`config.mk`:
```
export PLATFORM = sky130hd
export DESIGN_NAME = frame_queue_drop_controller_unit
export DESIGN_NICKNAME = d
export VERILOG_FILES = /design/src/rtl/fqdc_pkg.sv /design/src/rtl/frame_queue_drop_controller_unit.sv /design/src/rtl/fqdc_ram.sv /design/src/rtl/fqdc_ctrl.sv /design/src/rtl/fqdc_dp.sv
export SDC_FILE = /design/constraint.sdc
export NUM_CORES = 1
export LEC_CHECK = 0
export BUFFER_PORTS_ARGS = -buffer_cell sky130_fd_sc_hd__buf_2
export CORE_MARGIN = 1.5
export CORE_UTILIZATION = 35
export CTS_BUF_LIST = sky130_fd_sc_hd__clkbuf_2
export CTS_CLUSTER_SIZE = 12
export DETAILED_ROUTE_END_ITERATION = 16
export SETUP_SLACK_MARGIN = 0.05
export SLEW_MARGIN = 5
export SYNTH_ARGS = -nofsm -noshare
export SYNTH_HDL_FRONTEND = slang
export SYNTH_SLANG_ARGS = --single-unit
```
`constraint.sdc`:
```
create_clock -name clk -period 9 [get_ports clk]
set_input_delay 1.35 -clock clk [delete_from_list [all_inputs] [get_ports clk]]
set_output_delay 1.35 -clock clk [all_outputs]
set_load 0.005 [all_outputs]
```
`src/rtl/fqdc_pkg.sv`:
```
// ----------------------------------------------------------------------------
// fqdc_pkg
// Shared types and constants of the frame queue drop controller: operation
// and status codes, register indexes, drop patterns and the control bundles
// passed between the controller and the datapath.
// ----------------------------------------------------------------------------
`default_nettype none

package fqdc_pkg;

	localparam logic [2:0] OP_FRAME = 3'd0;
	localparam logic [2:0] OP_END   = 3'd1;
	localparam logic [2:0] OP_SHOW  = 3'd2;
	localparam logic [2:0] OP_FLUSH = 3'd3;
	localparam logic [2:0] OP_DRAIN = 3'd4;

	localparam logic [3:0] ST_ADMITTED     = 4'd0;
	localparam logic [3:0] ST_DISCARDED    = 4'd1;
	localparam logic [3:0] ST_DROPPED      = 4'd2;
	localparam logic [3:0] ST_FULL         = 4'd3;
	localparam logic [3:0] ST_EMPTY        = 4'd4;
	localparam logic [3:0] ST_SHOWN        = 4'd5;
	localparam logic [3:0] ST_END_REACHED  = 4'd6;
	localparam logic [3:0] ST_FLUSHED      = 4'd7;
	localparam logic [3:0] ST_DRAIN_PEND   = 4'd8;
	localparam logic [3:0] ST_END_QUEUED   = 4'd9;
	localparam logic [3:0] ST_END_IGNORED  = 4'd10;

	localparam logic [1:0] CFG_DEPTH   = 2'd0;
	localparam logic [1:0] CFG_DROP_EN = 2'd1;
	localparam logic [1:0] CFG_DISCARD = 2'd2;

	localparam logic [3:0] DEPTH_RESET = 4'd8;
	localparam logic [4:0] FILL_SCALE  = 5'd21;
	localparam int         NUM_THRESH  = 7;
	localparam logic [2:0] MAX_LEVEL   = 3'd6;

	typedef logic [7:0] mask_t;

	// The last entry repeats the first so that an out-of-range level wraps.
	localparam mask_t DROP_MASK [8] = '{
		8'h00, 8'h01, 8'h11, 8'h49, 8'h55, 8'h77, 8'h7F, 8'h00
	};

	typedef struct packed {
		logic capture;
		logic commit;
	} fqdc_cmd_t;

	typedef struct packed {
		logic has_result;
	} fqdc_stat_t;

endpackage

`default_nettype wire

```
`src/rtl/frame_queue_drop_controller_unit.sv`:
```
// ----------------------------------------------------------------------------
// frame_queue_drop_controller_unit
// Admits video frame timestamps into a ring of slots, drops frames by a
// pattern chosen from the queue fill, and pops timestamps for display.
// ----------------------------------------------------------------------------
// Usage:
// An item (operation, pts) is taken on the input channel when in_valid and
// in_ready are high. in_ready is high whenever no item is in execution, also
// while a finished result still waits on the output channel.
// The item is captured and the timestamp RAM read is registered at the edge
// that accepts it; the block then executes it once the output register is
// free, and the result (status, slot, pts_out, drop_level) is registered
// and shown on out_valid. The block takes no new item until it has
// committed the current one. Operation codes 5 to 7 give no result.
// When the receiver stalls, the result is held and the next item waits in
// execution until the output register frees.
// Configuration writes (cfg_write, cfg_index, cfg_data) take effect at once;
// the user makes them only while the block is idle; no logic enforces it.
// Reset clears pointers, counters and the drop state; the timestamp store
// holds no defined contents until written.
// ----------------------------------------------------------------------------
`default_nettype none

module frame_queue_drop_controller_unit import fqdc_pkg::*; #(
	parameter int QUEUE_DEPTH = 8
) (
	input  wire logic        clk,
	input  wire logic        arst_n,
	input  wire logic        cfg_write,
	input  wire logic [1:0]  cfg_index,
	input  wire logic [7:0]  cfg_data,
	input  wire logic        in_valid,
	output logic             in_ready,
	input  wire logic [2:0]  operation,
	input  wire logic [63:0] pts,
	output logic             out_valid,
	input  wire logic        out_ready,
	output logic      [3:0]  status,
	output logic      [2:0]  slot,
	output logic      [63:0] pts_out,
	output logic      [2:0]  drop_level
);

	fqdc_cmd_t  cmd;
	fqdc_stat_t stat;

	fqdc_ctrl u_ctrl (
		.clk      (clk),
		.arst_n   (arst_n),
		.in_valid (in_valid),
		.in_ready (in_ready),
		.out_valid(out_valid),
		.out_ready(out_ready),
		.cmd      (cmd),
		.stat     (stat)
	);

	fqdc_dp #(
		.QUEUE_DEPTH(QUEUE_DEPTH)
	) u_dp (
		.clk       (clk),
		.arst_n    (arst_n),
		.cmd       (cmd),
		.stat      (stat),
		.cfg_write (cfg_write),
		.cfg_index (cfg_index),
		.cfg_data  (cfg_data),
		.operation (operation),
		.pts       (pts),
		.status    (status),
		.slot      (slot),
		.pts_out   (pts_out),
		.drop_level(drop_level)
	);

endmodule

`default_nettype wire

```
`src/rtl/fqdc_ram.sv`:
```
// ----------------------------------------------------------------------------
// fqdc_ram
// Generic single-write, single-read RAM with a registered read port.
// ----------------------------------------------------------------------------
`default_nettype none

module fqdc_ram #(
	parameter int WIDTH = 65,
	parameter int DEPTH = 8
) (
	input  wire logic                     clk,
	input  wire logic                     we,
	input  wire logic [$clog2(DEPTH)-1:0] waddr,
	input  wire logic [WIDTH-1:0]         wdata,
	input  wire logic [$clog2(DEPTH)-1:0] raddr,
	output logic      [WIDTH-1:0]         rdata
);

	logic [WIDTH-1:0] mem_q [DEPTH];
	logic [WIDTH-1:0] rdata_q;

	always_ff @(posedge clk) begin
		if (we) begin
			mem_q[waddr] <= wdata;
		end
		rdata_q <= mem_q[raddr];
	end

	assign rdata = rdata_q;

endmodule

`default_nettype wire

```
`src/rtl/fqdc_ctrl.sv`:
```
// ----------------------------------------------------------------------------
// fqdc_ctrl
// Controller: takes one item, lets the datapath execute it once the output
// register is free, and owns the result valid flag.
// ----------------------------------------------------------------------------
`default_nettype none

module fqdc_ctrl import fqdc_pkg::*; (
	input  wire logic       clk,
	input  wire logic       arst_n,
	input  wire logic       in_valid,
	output logic            in_ready,
	output logic            out_valid,
	input  wire logic       out_ready,
	output fqdc_cmd_t       cmd,
	input  wire fqdc_stat_t stat
);

	localparam logic S_IDLE = 1'b0;
	localparam logic S_EXEC = 1'b1;

	logic state_q;
	logic out_valid_q;

	assign in_ready    = (state_q == S_IDLE);
	assign cmd.capture = in_valid && (state_q == S_IDLE);
	assign cmd.commit  = (state_q == S_EXEC) && (!out_valid_q || out_ready);
	assign out_valid   = out_valid_q;

	always_ff @(posedge clk or negedge arst_n) begin
		if (!arst_n) begin
			state_q     <= S_IDLE;
			out_valid_q <= 1'b0;
		end else begin
			unique case (state_q)
				S_IDLE: begin
					if (cmd.capture) begin
						state_q <= S_EXEC;
					end
				end
				S_EXEC: begin
					if (cmd.commit) begin
						state_q <= S_IDLE;
					end
				end
				default: begin
					state_q <= S_IDLE;
				end
			endcase
			if (cmd.commit) begin
				out_valid_q <= stat.has_result;
			end else if (out_ready) begin
				out_valid_q <= 1'b0;
			end
		end
	end

endmodule

`default_nettype wire

```
`src/rtl/fqdc_dp.sv`:
```
// ----------------------------------------------------------------------------
// fqdc_dp
// Datapath: configuration registers, ring pointers and counters, the drop
// pattern logic, the timestamp RAM and the result register.
// ----------------------------------------------------------------------------
`default_nettype none

module fqdc_dp import fqdc_pkg::*; #(
	parameter int QUEUE_DEPTH = 8
) (
	input  wire logic        clk,
	input  wire logic        arst_n,
	input  wire fqdc_cmd_t   cmd,
	output fqdc_stat_t       stat,
	input  wire logic        cfg_write,
	input  wire logic [1:0]  cfg_index,
	input  wire logic [7:0]  cfg_data,
	input  wire logic [2:0]  operation,
	input  wire logic [63:0] pts,
	output logic      [3:0]  status,
	output logic      [2:0]  slot,
	output logic      [63:0] pts_out,
	output logic      [2:0]  drop_level
);

	localparam int SW   = $clog2(QUEUE_DEPTH);
	localparam int CW   = (SW > 4 ? SW : 4) + 1;
	localparam int DCAP = (QUEUE_DEPTH < 15) ? QUEUE_DEPTH : 15;

	logic [3:0]    depth_cfg_q;
	logic          drop_en_q;
	logic [SW-1:0] ws_q, rs_q;
	logic [3:0]    fill_q;
	logic [7:0]    adm_q;
	logic [7:0]    discard_q;
	logic [2:0]    phase_q;
	logic [2:0]    level_q;
	logic [2:0]    op_q;
	logic [63:0]   pts_q;
	logic [3:0]    status_q;
	logic [2:0]    slot_q;
	logic [63:0]   pts_out_q;

	logic [3:0]    depth_eff;
	logic [CW-1:0] depth_c, ws_inc, rs_inc;
	logic [SW-1:0] ws_next, rs_next;
	logic          full;
	logic          keep;
	logic [64:0]   rdata;

	logic [SW-1:0] n_ws, n_rs;
	logic [3:0]    n_fill;
	logic [7:0]    n_adm, n_discard;
	logic [2:0]    n_phase, n_level;
	logic          wr_en;
	logic [64:0]   wr_data;
	logic [3:0]    res_status;
	logic [CW-1:0] res_slot;
	logic [63:0]   res_pts;
	logic          has_result;

	logic [8:0]    fill_scaled;
	logic [2:0]    thresh_cnt;
	logic [2:0]    new_level;

	always_comb begin
		if (depth_cfg_q == 4'd0) begin
			depth_eff = 4'd1;
		end else if (depth_cfg_q > 4'(DCAP)) begin
			depth_eff = 4'(DCAP);
		end else begin
			depth_eff = depth_cfg_q;
		end
	end

	assign depth_c = CW'(depth_eff);
	assign ws_inc  = CW'(ws_q) + CW'(1);
	assign rs_inc  = CW'(rs_q) + CW'(1);
	assign ws_next = (ws_inc >= depth_c) ? '0 : ws_inc[SW-1:0];
	assign rs_next = (rs_inc >= depth_c) ? '0 : rs_inc[SW-1:0];
	assign full    = (fill_q >= depth_eff);
	assign keep    = !DROP_MASK[level_q][phase_q];

	// The level counts the thresholds k = 1..7 with 21*fill < k*depth, capped at MAX_LEVEL.
	always_comb begin
		logic [2:0] cnt;
		cnt = '0;
		fill_scaled = 9'(n_fill) * 9'(FILL_SCALE);
		for (int k = 1; k <= NUM_THRESH; k++) begin
			if (fill_scaled < 9'(k) * 9'(depth_eff)) begin
				cnt = cnt + 3'd1;
			end
		end
		thresh_cnt = cnt;
		new_level  = (thresh_cnt > MAX_LEVEL) ? MAX_LEVEL : thresh_cnt;
	end

	always_comb begin
		n_ws       = ws_q;
		n_rs       = rs_q;
		n_fill     = fill_q;
		n_adm      = adm_q;
		n_discard  = discard_q;
		n_phase    = phase_q;
		n_level    = level_q;
		wr_en      = 1'b0;
		wr_data    = {1'b0, pts_q};
		res_status = ST_ADMITTED;
		res_slot   = '0;
		res_pts    = '0;
		has_result = 1'b1;
		unique case (op_q)
			OP_FRAME: begin
				if (discard_q != 8'd0) begin
					n_discard  = discard_q - 8'd1;
					res_status = ST_DISCARDED;
				end else if (keep && full) begin
					res_status = ST_FULL;
				end else begin
					if (keep) begin
						if (adm_q != 8'hFF) begin
							n_adm = adm_q + 8'd1;
						end
						wr_en      = 1'b1;
						wr_data    = {1'b0, pts_q};
						res_slot   = CW'(ws_q);
						n_ws       = ws_next;
						n_fill     = fill_q + 4'd1;
						res_status = ST_ADMITTED;
					end else begin
						res_status = ST_DROPPED;
					end
					if (drop_en_q && (n_adm > 8'(depth_eff))) begin
						n_phase = phase_q + 3'd1;
						n_level = new_level;
					end
				end
			end
			OP_END: begin
				if (adm_q == 8'd0) begin
					res_status = ST_END_IGNORED;
				end else if (full) begin
					res_status = ST_FULL;
				end else begin
					wr_en      = 1'b1;
					wr_data    = {1'b1, 64'd0};
					res_slot   = CW'(ws_q);
					n_ws       = ws_next;
					n_fill     = fill_q + 4'd1;
					res_status = ST_END_QUEUED;
				end
			end
			OP_SHOW: begin
				if (fill_q == 4'd0) begin
					res_status = ST_EMPTY;
				end else if (rdata[64]) begin
					res_slot   = CW'(rs_q);
					n_ws       = '0;
					n_rs       = '0;
					n_fill     = '0;
					res_status = ST_END_REACHED;
				end else begin
					res_slot   = CW'(rs_q);
					res_pts    = rdata[63:0];
					n_rs       = rs_next;
					n_fill     = fill_q - 4'd1;
					res_status = ST_SHOWN;
				end
			end
			OP_FLUSH: begin
				n_ws       = '0;
				n_rs       = '0;
				n_fill     = '0;
				n_adm      = '0;
				res_status = ST_FLUSHED;
			end
			OP_DRAIN: begin
				if (fill_q == 4'd0) begin
					n_adm      = '0;
					res_status = ST_FLUSHED;
				end else begin
					res_status = ST_DRAIN_PEND;
				end
			end
			default: begin
				has_result = 1'b0;
			end
		endcase
	end

	assign stat.has_result = has_result;

	fqdc_ram #(
		.WIDTH(65),
		.DEPTH(QUEUE_DEPTH)
	) u_ram (
		.clk  (clk),
		.we   (cmd.commit && wr_en),
		.waddr(ws_q),
		.wdata(wr_data),
		.raddr(rs_q),
		.rdata(rdata)
	);

	always_ff @(posedge clk or negedge arst_n) begin
		if (!arst_n) begin
			depth_cfg_q <= DEPTH_RESET;
			drop_en_q   <= 1'b0;
			ws_q        <= '0;
			rs_q        <= '0;
			fill_q      <= '0;
			adm_q       <= '0;
			discard_q   <= '0;
			phase_q     <= '0;
			level_q     <= '0;
		end else begin
			if (cfg_write) begin
				unique case (cfg_index)
					CFG_DEPTH:   depth_cfg_q <= cfg_data[3:0];
					CFG_DROP_EN: drop_en_q   <= cfg_data[0];
					CFG_DISCARD: discard_q   <= cfg_data;
					default: begin
					end
				endcase
			end
			if (cmd.commit) begin
				ws_q      <= n_ws;
				rs_q      <= n_rs;
				fill_q    <= n_fill;
				adm_q     <= n_adm;
				discard_q <= n_discard;
				phase_q   <= n_phase;
				level_q   <= n_level;
			end
		end
	end

	always_ff @(posedge clk) begin
		if (cmd.capture) begin
			op_q  <= operation;
			pts_q <= pts;
		end
		if (cmd.commit && has_result) begin
			status_q  <= res_status;
			slot_q    <= res_slot[2:0];
			pts_out_q <= res_pts;
		end
	end

	assign status     = status_q;
	assign slot       = slot_q;
	assign pts_out    = pts_out_q;
	assign drop_level = level_q;

endmodule

`default_nettype wire

```
---- Word level (Yosys, flattened, before mapping) ----
Memories as Yosys holds them, arrays and structs flattened. A register that Yosys moved wholly into a read port is not among the register bits.
Cells that the tools add are included.
word-level totals
  logic and storage cells ................. 185
  output and inout bits ................... 76
  bits in read-only memories .............. 64
  bits in writable memories ............... 520
  bits in registers ....................... 177
  memories kept ........................... 2
  bits of input ports ..................... 82
memories
  memory            words  width  read ports  clocked after Yosys merged registers in  write ports  RTL line        source
  u_dp.u_ram.mem_q  8      65     1           1                                        1            fqdc_ram.sv:19  logic [WIDTH-1:0] mem_q [DEPTH];
  (name not given)  8      8      1           0                                        0            fqdc_dp.sv:82   assign keep = !DROP_MASK[level_q][phase_q];
cells by class
  add/sub/neg operators ................... 13
  reductions and logical operators ........ 30
  muxes and demuxes ....................... 82
  bitwise operators ....................... 5
  multiply operators ...................... 5
  eq/ne operators ......................... 17
  $lt $le $gt $ge ......................... 15
operator list
  kind                                                                 number
  65-bit two-way mux                                                   3
  8-bit two-way mux                                                    15
  3-bit two-way mux                                                    24
  4-bit two-way mux                                                    15
  9-bit by 7-bit less-than comparator with 1-bit output                3
  8-bit case mux with 3 select lines                                   1
  4-bit case mux with 5 select lines                                   1
  3-bit by 1-bit adder with 3-bit output (second input constant)       6
  9-bit by 6-bit less-than comparator with 1-bit output                2
  2-bit inequality test (second input constant)                        9
  4-bit case mux with 4 select lines                                   1
  3-bit by 4-bit multiplier with 7-bit output (first input constant)   2
  1-bit two-way mux                                                    14
  2-bit by 4-bit multiplier with 6-bit output (first input constant)   2
  3-bit case mux with 4 select lines                                   1
  5-bit by 4-bit greater-or-equal comparator with 1-bit output         2
  5-bit AND reduction                                                  2
  9-bit by 4-bit less-than comparator with 1-bit output                1
  9-bit by 5-bit less-than comparator with 1-bit output                1
  4-bit by 5-bit multiplier with 9-bit output (second input constant)  1
  3-bit case mux with 3 select lines                                   1
  9-bit AND reduction                                                  1
  3-bit by 1-bit adder with 4-bit output (second input constant)       2
  8-bit by 1-bit adder with 8-bit output (second input constant)       1
  other kinds (39)                                                     56

---- Logic depth before layout (Yosys ltp) ----
Gate-level depths: netlist of run 1.
  word-level depth ........................ 28
  depth in mapped cells ................... 40
  mapped depth without buffers ............ 40

---- By module ----
Synthesis of run 1 repeated with hierarchy kept, for this count alone.
second synthesis, totals
  cells, all modules ...................... 1688
  area, all modules ....................... 30689.4 µm²
by module, submodules not included
  module     cells each  instances  sequential area each (µm²)  area each (µm²)
  fqdc_ram   829         1          16916.2                     20857.5
  fqdc_dp    850         1          5071.1                      9733.1
  fqdc_ctrl  9           1          50.0                        98.8

---- Worst setup path after synthesis of run 1 ----
Ideal clock, no wire load.
  path type ............................... register -> register
  from .................................... reg u_dp.depth_cfg_q[3]
  to ...................................... reg u_dp.level_q[0], in the netlist u_dp.drop_level[0]
  library setup time ...................... 0.130 ns
  slack ................................... 0.595 ns
  buffers on the path ..................... 1
  data arrival time ....................... 8.275 ns
  clock period less this slack ............ 8.405 ns
  data required time ...................... 8.870 ns
  stages on the path, launching flop included .. 37
  cells stage by stage .................... dfstp_2 clkbuf_1 inv_1 nand2_1 ha_1 a2111oi_4 or2_2 nand3_1 o21ai_2 a21boi_2 a21boi_0 ha_1 fa_1 ha_1 and4b_1 o211ai_1 or2_2 a2111oi_0 inv_1 ha_1 o311ai_0 a211o_1 ha_1 and2_1 a21o_1 ha_1 inv_1 a21oi_1 ha_1 inv_1 o22ai_1 ha_1 inv_1 nor2_1 xnor3_1 nor4_2 a211oi_2
between the ends
  longest elaborated chain between the ends .. 25
  elaborated cells on any way between the ends .. 42
  those cells by class .................... 6 x add/sub; 5 x mul; 11 x order compare; 15 x mux; 1 x bitwise; 4 x reduce/logical
ends and longest elaborated chain
  what                                    RTL line        source
  start: declaration                      fqdc_dp.sv:30   logic [3:0] depth_cfg_q;
  start signal: assignment                fqdc_dp.sv:219  CFG_DEPTH: depth_cfg_q <= cfg_data[3:0];
  4-bit greater-than comparator           fqdc_dp.sv:69   end else if (depth_cfg_q > 4'(DCAP)) begin
  4-bit two-way mux                       fqdc_dp.sv:69
  4-bit two-way mux (*)                   fqdc_dp.sv:67   if (depth_cfg_q == 4'd0) begin
  4-bit greater-or-equal comparator (*)   fqdc_dp.sv:81   assign full = (fill_q >= depth_eff);
  1-bit logical AND                       fqdc_dp.sv:117  end else if (keep && full) begin
  4-bit two-way mux                       fqdc_dp.sv:117
  4-bit two-way mux                       fqdc_dp.sv:114  if (discard_q != 8'd0) begin
  4-bit case mux with 4 select lines (*)  fqdc_dp.sv:112  unique case (op_q)
  [1 not listed]                          --
  net u_dp.fill_scaled[1]                 fqdc_dp.sv:62   logic [8:0] fill_scaled;
  [8 not listed]                          --
  3-bit by 1-bit adder with 3-bit output  fqdc_dp.sv:91   cnt = cnt + 3'd1;
  3-bit two-way mux                       fqdc_dp.sv:90   if (fill_scaled < 9'(k) * 9'(depth_eff)) begin
  3-bit by 1-bit adder with 3-bit output  fqdc_dp.sv:91
  3-bit two-way mux                       fqdc_dp.sv:90
  3-bit by 1-bit adder with 3-bit output  fqdc_dp.sv:91
  3-bit two-way mux (*)                   fqdc_dp.sv:90
  3-bit greater-than comparator           fqdc_dp.sv:95   new_level = (thresh_cnt > MAX_LEVEL) ? MAX_LEVEL : thresh_cnt;
  3-bit two-way mux (*)                   fqdc_dp.sv:95
  end signal: assignment                  fqdc_dp.sv:233  level_q <= n_level;
  end: declaration                        fqdc_dp.sv:37   logic [2:0] level_q;
Mark *: on every way through the listed nets, which the timed path passes. The rest lies on a longest branch.
A chain may end at the register's enable or synchronous reset.

---- Worst setup path in the final report of run 1 ----
  from .................................... reg u_dp.depth_cfg_q[3]
  to ...................................... reg u_dp.level_q[0], in the netlist u_dp.drop_level[0]
between the ends
  longest elaborated chain between the ends .. 25
  elaborated cells on any way between the ends .. 42
  those cells by class .................... 6 x add/sub; 5 x mul; 11 x order compare; 15 x mux; 1 x bitwise; 4 x reduce/logical
ends and longest elaborated chain
  what                                    RTL line        source
  4-bit greater-than comparator           fqdc_dp.sv:69
  4-bit two-way mux                       fqdc_dp.sv:69
  4-bit two-way mux (*)                   fqdc_dp.sv:67
  4-bit greater-or-equal comparator (*)   fqdc_dp.sv:81
  1-bit logical AND                       fqdc_dp.sv:117
  4-bit two-way mux                       fqdc_dp.sv:117
  4-bit two-way mux                       fqdc_dp.sv:114
  4-bit case mux with 4 select lines (*)  fqdc_dp.sv:112
  net u_dp.n_fill[3]                      fqdc_dp.sv:52   logic [3:0] n_fill;
  [9 not listed]                          --
  3-bit by 1-bit adder with 3-bit output  fqdc_dp.sv:91
  3-bit two-way mux                       fqdc_dp.sv:90
  3-bit by 1-bit adder with 3-bit output  fqdc_dp.sv:91
  3-bit two-way mux                       fqdc_dp.sv:90
  3-bit by 1-bit adder with 3-bit output  fqdc_dp.sv:91
  3-bit two-way mux (*)                   fqdc_dp.sv:90
  3-bit greater-than comparator           fqdc_dp.sv:95
  3-bit two-way mux (*)                   fqdc_dp.sv:95
Marked as above.

==> impl_metrics.yaml, run 1 <==
synth:
  yosysSeqAreaShare_pct: 72.1
  netlist_area_mm2: 0.0306
  synth_cells: 1687
  synth-main-ff-cell: "edfxtp_1"
  synth-edff-count: 658
  async_reset_ff_share_pct: 5.12
  syn_area_per_cell_um2: 18.1
  synth_fp_nets: 1851
  ys_seq_elements: 762
  synthDistinctLibCells: 86
  ys_warn_count: 0
global_route:
  grt-ovfl-total: 0
  antenna_found_initial: 3
  grt_pass1_vias: 17700
  grt_usage_pct: 15.8
  grt_start_max_net_pins: 98
  grt_pass1_wl_um: 106000
timing:
  relSlewSlack_pct: 25.2
  max_clock_freq_mhz: 122
  setup_viol: 0
  finalCriticalPeriod_ns: 8.20
  final.setup.tns_ns: 0
  skew_ns: 0.155
  final_hold_viol_count: 0
  period_share_pct: 91.1
  grt_setup_unrepaired: "no"
  worstMarginPinSlew_ns: 1.12
  slew_viol_final: 0
critical_path:
  crit_path_frequent_cell: "ha_1"
  reg2reg_slack_ns: 0.80
  r2r_start: "u_dp.depth_cfg_q[3]"
  crit_arrival_ns: 9.45
  worstSetupStartpointType: "flop"
  worstPathRequired_ns: 10.25
  slowest_stage: "dfstp_4"
  crit_start: "u_dp.depth_cfg_q[3]"
  crit_path_end_kind: "flop"
  cp_max_fo: 12
  slowest_delay_ns: 0.71
  crit_type: "flop to flop"
power_and_ir_drop:
  powerDensity_mw_per_mm2: 285
  peakVddDrop_v: 0.000233
  combPwrFrac_pct: 33.0
  sequentialPowerShare_pct: 43.5
  p_leak_uw: 0.0125
  clockPowerShare_pct: 23.5
  swShare_pct: 33.7
  finalPower_uw: 10000
  power.internal_uw: 6660
  p_sw_uw: 3390
detailed_routing:
  dr_total_vias: 16600
  routed_wl_um: 70000
  firstDrtPassIters: 6
  avgViaCountPerCell: 4.92
  ant_nets: 0
  drt_iter0_markers: 1202
  drc: 0
  routedWlPerCell_um: 20.7
floorplan:
  rows: 108
  initial_utilization_pct: 35.3
  pin_count: 158
  die_w_um: 299
  core_area_mm2: 0.0866
  die_h_um: 299
  die_area_mm2: 0.0891
clocking:
  cts_max_level: 4
  clk_latency_ns: 1.38
  cts_inserted_buffers: 190
  clk_pin_slew_worst_paths_ns: 0.11
  cts_tree: "done"
  cts_buffer_depth: 3
  numClockSinks: 762
  cts_root_buffer: "clkbuf_2"
layout:
  drive_above_1_share_pct: 33.7
  syn2layout_area_growth_pct: 15.4
  n_fill_cell: 7897
  nNetsFinal: 2219
  utilization_pct: 40.7
job:
  drv_cap: 0
worst_hold_path:
  min_from: "pts[2]"
  hold_path_class: "input pin to flop"
outcome:
  status: "finished, final reports clean"
placed_design:
  io_buffer_count: 157
  gp_congestion: 0.834
  dp_hpwl_um: 38800
## cell usage in the layout (no fill, tap or decap), drive strengths merged, types with 4 or more instances in the layout
master       count
a2111oi          4
and2           135
o21bai           4
nand3           18
a21o            12
xnor2           12
o211ai           5
dfxtp           65
clkinv          72
a21oi           32
a22o             6
inv             50
and3             8
mux2            70
mux4           130
o21ai           47
dlygate4sd3     39
nor4             6
a211oi           7
clkbuf         275
or2              6
o31ai           10
fa               5
nor2            47
nand2           60
nor3            15
nand2b          12
a31oi            7
o21a             6
a22oi            5
nand4            5
a211o            5
nor2b           15
ha              77
edfxtp         658
dfrtp           38
buf            202
xor2             7
## kinds of logic after synthesis
logic type / count (synthesis) / share of synthesized area, %
AOI/OAI and AO/OA: 169 / 3.90
and+or+nand+nor: 344 / 6.29
other: 1 / 0.0123
DFF: 762 / 72.1
muxes: 201 / 12.2
xor gates and xnor gates: 21 / 0.720
buffers and inverters: 107 / 1.32
adders and majority gates: 82 / 3.48
## stage by stage
stage | hold slack, ns | setup slack, ns | instances | area, µm²
2_1_floorplan | 0.479 | 0.595 | 1687 | 30600
3_3_place_gp | 0.489 | 0.616 | 2975 | 33000
6_report | 0.220 | 0.800 | 3378 | 35300
5_1_grt | 0.0525 | 0.126 | 3378 | 35300
4_1_cts | 0.00442 | 0.302 | 3373 | 35200
3_5_place_dp | 0.490 | 0.349 | 2975 | 33000
## power by group through the flow
stage / Combinational [µW] / Clock [µW] / Sequential, µW
finish: 3310 / 2360 / 4370
global route: 3710 / 2630 / 4410
CTS: 3330 / 2470 / 4370
detailed placement: 3290 / 0 / 4450
global placement: 3210 / 0 / 4450
floorplan: 2540 / 0 / 4310
## critical path, delay by kind of cell (launching register included)
family | cells | cell delay (ns)
compound gates | 12 | 2.46
fa+ha+maj | 9 | 2.37
simple gates | 9 | 1.74
flops | 1 | 0.71
buf+inv | 6 | 0.47
xor+xnor | 1 | 0.35
## area by class of cell
type                            instances  area, µm²  share of cell area (%)
Sequential cell                       762      22100                    62.5
Multi-Input combinational cell        818       8240                    23.4
Timing Repair Buffer                  241       1530                    4.33
Tap cell                             1155       1450                    4.10
Clock buffer                          275       1380                    3.90
Clock inverter                         84        469                    1.33
Inverter                               42        158                   0.447
Antenna cell                            1       2.50                 0.00709
## Yosys cell counts (31+ instances only)
master | n | share of area (%)
nand2_1 | 60 | 0.74
edfxtp_1 | 658 | 65
nor2_1 | 47 | 0.58
inv_1 | 41 | 0.50
and2_1 | 134 | 2.7
a21oi_1 | 31 | 0.51
clkbuf_1 | 50 | 0.61
mux2_2 | 70 | 2.6
ha_1 | 77 | 3.2
o21ai_0 | 44 | 0.72
mux4_2 | 130 | 9.6
dfxtp_1 | 65 | 4.3
dfrtp_1 | 38 | 3.1
## path summary, 6_finish.rpt
check	to	cells after the start
worst max-delay path	u_dp.drop_level[0]	37
worst min-delay path	u_dp.pts_q[2]	1
worst max register to register	u_dp.drop_level[0]	37
worst min register to register	u_dp.pts_out[61]	1
max in group asynchronous	u_dp.rs_q[0]	2
min in group asynchronous	u_dp.discard_q[7]	2
## per-layer routing
metal	GRT usage, %	share of wire, %	vias up
li1	-	-	7490
met5	0	0.033	-
met2	26.1	49	489
met3	3.36	4.8	125
met4	6.04	2.2	4
met1	20.5	44	8505
## state kept, by name, summed over array words and instances, names as in the netlist
name,count
u_dp.rs_q,3
u_dp.phase_q,3
u_dp.slot,3
u_dp.u_ram.mem_q,520
u_dp.pts_out,64
u_dp.pts_q,64
u_dp.adm_q,8
u_dp.op_q,3
u_dp.depth_cfg_q,4
u_dp.u_ram.rdata,65
u_ctrl.state_q,1
u_dp.drop_en_q,1
u_dp.discard_q,8
u_dp.status,4
u_dp.ws_q,3
u_dp.drop_level,3
u_dp.fill_q,4
u_ctrl.out_valid,1
## what timing repair did
action	in CTS	in global routing
buffers inserted	0	4
gates resized for setup	0	8
hold buffers	39	0
setup endpoints to repair	0	3
hold endpoints to repair	67	0
Power figures use the tool's default switching activity.
==> run 2: changes to the inputs <==
--- a/config.mk
+++ b/config.mk
@@ -5,12 +5,13 @@
 export SDC_FILE = /design/constraint.sdc
 export NUM_CORES = 1
 export LEC_CHECK = 0
-export BUFFER_PORTS_ARGS = -buffer_cell sky130_fd_sc_hd__buf_2
-export CORE_MARGIN = 1.5
+export BUFFER_PORTS_ARGS = -buffer_cell sky130_fd_sc_hd__buf_4
+export CORE_MARGIN = 10
 export CORE_UTILIZATION = 35
 export CTS_BUF_LIST = sky130_fd_sc_hd__clkbuf_2
 export CTS_CLUSTER_SIZE = 12
 export DETAILED_ROUTE_END_ITERATION = 16
+export GPL_ROUTABILITY_DRIVEN = 0
 export SETUP_SLACK_MARGIN = 0.05
 export SLEW_MARGIN = 5
 export SYNTH_ARGS = -nofsm -noshare
==> impl_metrics.yaml, run 2 (synthesis gave the netlist of run 1 again) <==
floorplan:
  pin_count: 158
  die_area_mm2: 0.0996
  core_area_mm2: 0.0868
  initial_utilization_pct: 35.2
  rows: 108
  die_w_um: 316
  die_h_um: 316
timing:
  relSlewSlack_pct: 20.5
  skew_ns: 0.205
  period_share_pct: 93.4
  max_clock_freq_mhz: 119
  worstMarginPinSlew_ns: 1.19
  setup_viol: 0
  finalCriticalPeriod_ns: 8.41
  slew_viol_final: 0
  final_hold_viol_count: 0
  grt_setup_unrepaired: "no"
  final.setup.tns_ns: 0
detailed_routing:
  routedWlPerCell_um: 20.9
  drc: 0
  drt_iter0_markers: 1245
  routed_wl_um: 71000
  firstDrtPassIters: 6
  ant_nets: 0
  dr_total_vias: 16700
  avgViaCountPerCell: 4.91
layout:
  layout_common_cells: "658 x edfxtp_1, 283 x clkbuf_2, 202 x buf_4"
  largest_register: "u_dp.u_ram.mem_q"
  drive_above_1_share_pct: 33.8
  syn2layout_area_growth_pct: 17.5
  n_fill_cell: 7917
  final_common_cell: "edfxtp_1"
  largest_reg_flops: 520
  nNetsFinal: 2242
clocking:
  cts_inserted_buffers: 191
  numClockSinks: 762
  clk_pin_slew_worst_paths_ns: 0.12
  cts_root_buffer: "clkbuf_2"
  cts_max_level: 4
  cts_buffer_depth: 3
  cts_setup_buffers: 0
  cts_tree: "done"
  clk_latency_ns: 1.49
critical_path:
  crit_arrival_ns: 9.75
  crit_path_end_kind: "flop"
  crit_path_frequent_cell: "ha_1"
  crit_type: "flop to flop"
  critical_path.top_delay_family: "simple AND/OR/NAND/NOR gates"
  cp_max_fo: 15
  worstPathRequired_ns: 10.34
  slowest_stage: "dfstp_4"
  slowest_delay_ns: 0.73
  worstSetupStartpointType: "flop"
  worst-path-buf-inv: 6
outcome:
  status: "finished, final reports clean"
placed_design:
  dp_hpwl_um: 40700
  io_buffer_count: 157
global_route:
  grt_usage_pct: 14.3
  grt-ovfl-total: 0
  grt_start_max_net_pins: 65
  grt_pass1_vias: 18100
  antenna_found_initial: 5
  grt_pass1_wl_um: 109000
power_and_ir_drop:
  p_leak_uw: 0.0128
  peakVddDrop_v: 0.000249
  finalPower_uw: 10200
  powerDensity_mw_per_mm2: 284
job:
  drv_cap: 0
worst_hold_path:
  hold_path_class: "input pin to flop"
[run 2: cell types whose count changed in the layout (fill, tap and decap cells not counted), sizes merged]
cell / change
dlygate4sd3: +22
clkinv: -16
clkbuf: +8
diode: +6
bufinv: +5
inv: -3
[run 2: worst paths after layout]
kind | start | depth (start not counted) | to | slack (ns)
max in group asynchronous | arst_n | 2 | u_dp.rs_q[2] | 8.02
setup reg to reg | u_dp.depth_cfg_q[3] | 38 | u_dp.drop_level[0] | 0.59
setup / recovery | u_dp.depth_cfg_q[3] | 38 | u_dp.drop_level[0] | 0.59
min in group asynchronous | arst_n | 2 | u_dp.fill_q[0] | 0.37
hold reg to reg | u_dp.u_ram.rdata[58] | 1 | u_dp.pts_out[58] | 0.42
hold / removal | pts[21] | 1 | u_dp.pts_q[21] | 0.18
[run 2: timing repair]
action,in CTS,in global routing
gates resized for setup,0,5
endpoints found under the hold margin,102,0
setup endpoints to repair,0,2
hold buffers,61,0
[run 2: layer usage]
metal	wire, µm	up-vias	global-route usage, %
met5	0	-	0
met4	1740	0	5.88
met3	3820	143	3.40
met2	33400	531	22.5
met1	32000	8461	18.9
li1	-	7559	-
[run 2: where the power goes]
group,internal [µW],total (µW),switching [µW]
registers,4160,4400,237
logic,1620,3350,1730
clock network,1050,2460,1410
total,6830,10200,3370
[run 2: layout make-up]
class | count | area (µm²) | share of cell area (%)
Antenna cell | 7 | 17.5 | 0.0488
Clock buffer | 283 | 1420 | 3.94
Clock inverter | 70 | 487 | 1.35
Inverter | 42 | 158 | 0.439
Multi-Input combinational cell | 818 | 8230 | 22.9
Sequential cell | 762 | 22100 | 61.4
Tap cell | 1155 | 1450 | 4.02
Timing Repair Buffer | 263 | 2130 | 5.92
[run 2: per-stage QoR]
step | hold slack, ns | std cells | setup WS (ns) | cell area, µm² | utilization, %
3_5_place_dp | 0.492 | 2979 | 0.509 | 33400 | 38.5
3_3_place_gp | 0.486 | 2979 | 0.819 | 33400 | 38.5
2_1_floorplan | 0.479 | 1687 | 0.595 | 30600 | -
6_report | 0.181 | 3400 | 0.590 | 35900 | 41.4
5_1_grt | -0.00775 | 3400 | 0.0738 | 35900 | 41.4
4_1_cts | 0.0000586 | 3393 | 0.427 | 35900 | 41.4
==> run 3: changes to the inputs <==
--- a/config.mk
+++ b/config.mk
@@ -8,7 +8,7 @@
 export BUFFER_PORTS_ARGS = -buffer_cell sky130_fd_sc_hd__buf_4
 export CORE_MARGIN = 10
 export CORE_UTILIZATION = 35
-export CTS_BUF_LIST = sky130_fd_sc_hd__clkbuf_2
+export CTS_BUF_LIST = sky130_fd_sc_hd__clkbuf_16
 export CTS_CLUSTER_SIZE = 12
 export DETAILED_ROUTE_END_ITERATION = 16
 export GPL_ROUTABILITY_DRIVEN = 0
==> constraint.sdc (replaced) <==
create_clock -name clk -period 8.9 [get_ports clk]
set_input_delay 1.335 -clock clk [delete_from_list [all_inputs] [get_ports clk]]
set_output_delay 1.335 -clock clk [all_outputs]
set_load 0.005 [all_outputs]
==> impl_metrics.yaml, run 3 (synthesis gave the netlist of run 1 again) <==
critical_path:
  worstPathRequired_ns: 9.40
  crit_path_end_kind: "flop"
  rr_worst_depth: 38
  crit_cells: 38
  cp_max_fo: 15
  crit_start: "u_dp.depth_cfg_q[3]"
  slowest_stage: "dfstp_4"
  r2r_start: "u_dp.depth_cfg_q[3]"
  crit-reg2reg-capture: "u_dp.drop_level[0]"
  endpoint: "u_dp.drop_level[0]"
  crit_arrival_ns: 8.81
  worstSetupStartpointType: "flop"
  worst-path-buf-inv: 6
  crit_type: "flop to flop"
  slowest_delay_ns: 0.71
  crit_path_frequent_cell: "ha_1"
  critical_path.top_delay_family: "simple AND/OR/NAND/NOR gates"
  reg2reg_slack_ns: 0.60
detailed_routing:
  firstDrtPassIters: 7
  drc: 0
  dr_total_vias: 15800
  avgViaCountPerCell: 5.03
  drt_iter0_markers: 1210
  ant_nets: 0
  routedWlPerCell_um: 22.2
  routed_wl_um: 69700
placed_design:
  dp_hpwl_um: 41100
  io_buffer_count: 157
outcome:
  status: "finished, final reports clean"
layout:
  n_antenna_cell: 0
  final_common_cell: "edfxtp_1"
  nNetsFinal: 2078
  n_fill_cell: 7764
  largest_reg_flops: 520
  syn2layout_area_growth_pct: 17.7
  largest_register: "u_dp.u_ram.mem_q"
  layout_common_cells: "658 x edfxtp_1, 208 x buf_4, 134 x and2_1"
  drive_above_1_share_pct: 28.3
clocking:
  cts_inserted_buffers: 82
  numClockSinks: 762
  clk_latency_ns: 0.62
  cts_setup_buffers: 0
  cts_root_buffer: "clkbuf_16"
  clk_pin_slew_worst_paths_ns: 0.07
  cts_buffer_depth: 3
  cts_tree: "done"
  cts_max_level: 3
timing:
  worstMarginPinSlew_ns: 1.16
  final.setup.tns_ns: 0
  max_clock_freq_mhz: 120
  slew_viol_final: 0
  skew_ns: 0.0335
  period_share_pct: 93.3
  fin_hold_ws_ns: 0.494
  relSlewSlack_pct: 22.3
  final_hold_viol_count: 0
  grt_setup_unrepaired: "no"
  setup_viol: 0
  finalCriticalPeriod_ns: 8.30
power_and_ir_drop:
  peakVddDrop_v: 0.000341
  p_leak_uw: 0.0125
  powerDensity_mw_per_mm2: 308
global_route:
  met2_usage_pct: 22.2
  use_met1_pct: 19.3
  grt_pass1_vias: 16600
  grt_usage_pct: 13.9
  grt_use_met3_pct: 2.61
  antenna_found_initial: 2
  grt_pass1_wl_um: 106000
  grt-ovfl-total: 0
  grt_start_max_net_pins: 65
  grt-busiest-layer: "met2"
worst_hold_path:
  hold_depth: 1
  hold_path_class: "flop to flop"
floorplan:
  die_w_um: 316
  pin_count: 158
  rows: 108
  core_area_mm2: 0.0868
  initial_utilization_pct: 35.2
  die_area_mm2: 0.0996
  die_h_um: 316
job:
  drv_cap: 0
-- run 3: worst register-to-register path, delay by kind of cell, from the launching register on --
| kind | cells | cell delay (ns) |
|---|---|---|
| AND/OR/NAND/NOR | 11 | 2.26 |
| adder cells (fa/ha/maj) | 8 | 2.19 |
| AO/OA/AOI/OAI | 12 | 2.08 |
| flip-flops | 1 | 0.71 |
| buffers and inverters | 6 | 0.56 |
| XOR/XNOR | 1 | 0.39 |
-- run 3: layer usage --
metal  part of all wire, %  wire length [µm]
met1                    46             32000
met2                    47             32700
met3                   4.6              3220
met4                   2.4              1700
met5                 0.017                12
-- run 3: repair_timing --
| item | 4_1_cts | 5_1_grt |
|---|---|---|
| gates resized for setup | 0 | 12 |
| hold buffers | 0 | 0 |
| endpoints found under the setup margin | 0 | 3 |
-- run 3: cell type report --
cell class	count	area (µm²)	share of cell area, %
Timing Repair Buffer	208	1560	4.34
Sequential cell	762	22100	61.3
Tap cell	1155	1450	4.02
Inverter	42	158	0.438
Clock inverter	64	389	1.08
Clock buffer	84	2100	5.84
Multi-Input combinational cell	818	8260	23.0
-- run 3: stage by stage --
stage	total power [µW]	cell area (µm²)	instances	setup slack, ns	util [%]
2_1_floorplan	6930	30600	1687	0.495	-
3_3_place_gp	7850	33400	2985	0.674	38.5
3_5_place_dp	7950	33400	2985	0.278	38.5
4_1_cts	11100	35900	3133	0.226	41.4
5_1_grt	11800	36000	3133	0.0790	41.5
6_report	11100	36000	3133	0.595	41.5
-- run 3: worst min path at each step --
stage	startpoint	endpoint	slack, ns
2_1_floorplan	u_dp.drop_en_q	u_dp.drop_en_q	0.48
3_3_place_gp	u_dp.u_ram.rdata[37]	u_dp.pts_out[37]	0.49
3_5_place_dp	u_dp.u_ram.rdata[26]	u_dp.pts_out[26]	0.49
4_1_cts	u_dp.u_ram.rdata[53]	u_dp.pts_out[53]	0.49
5_1_grt	u_dp.u_ram.rdata[53]	u_dp.pts_out[53]	0.52
6_report	u_dp.u_ram.rdata[53]	u_dp.pts_out[53]	0.49
-- run 3: report_power, final --
part	switching, µW	internal [µW]	leakage (µW)
clock network	1340	1820	0.00132
registers	232	4210	0.00705
logic	1820	1660	0.00413
total	3390	7690	0.0125
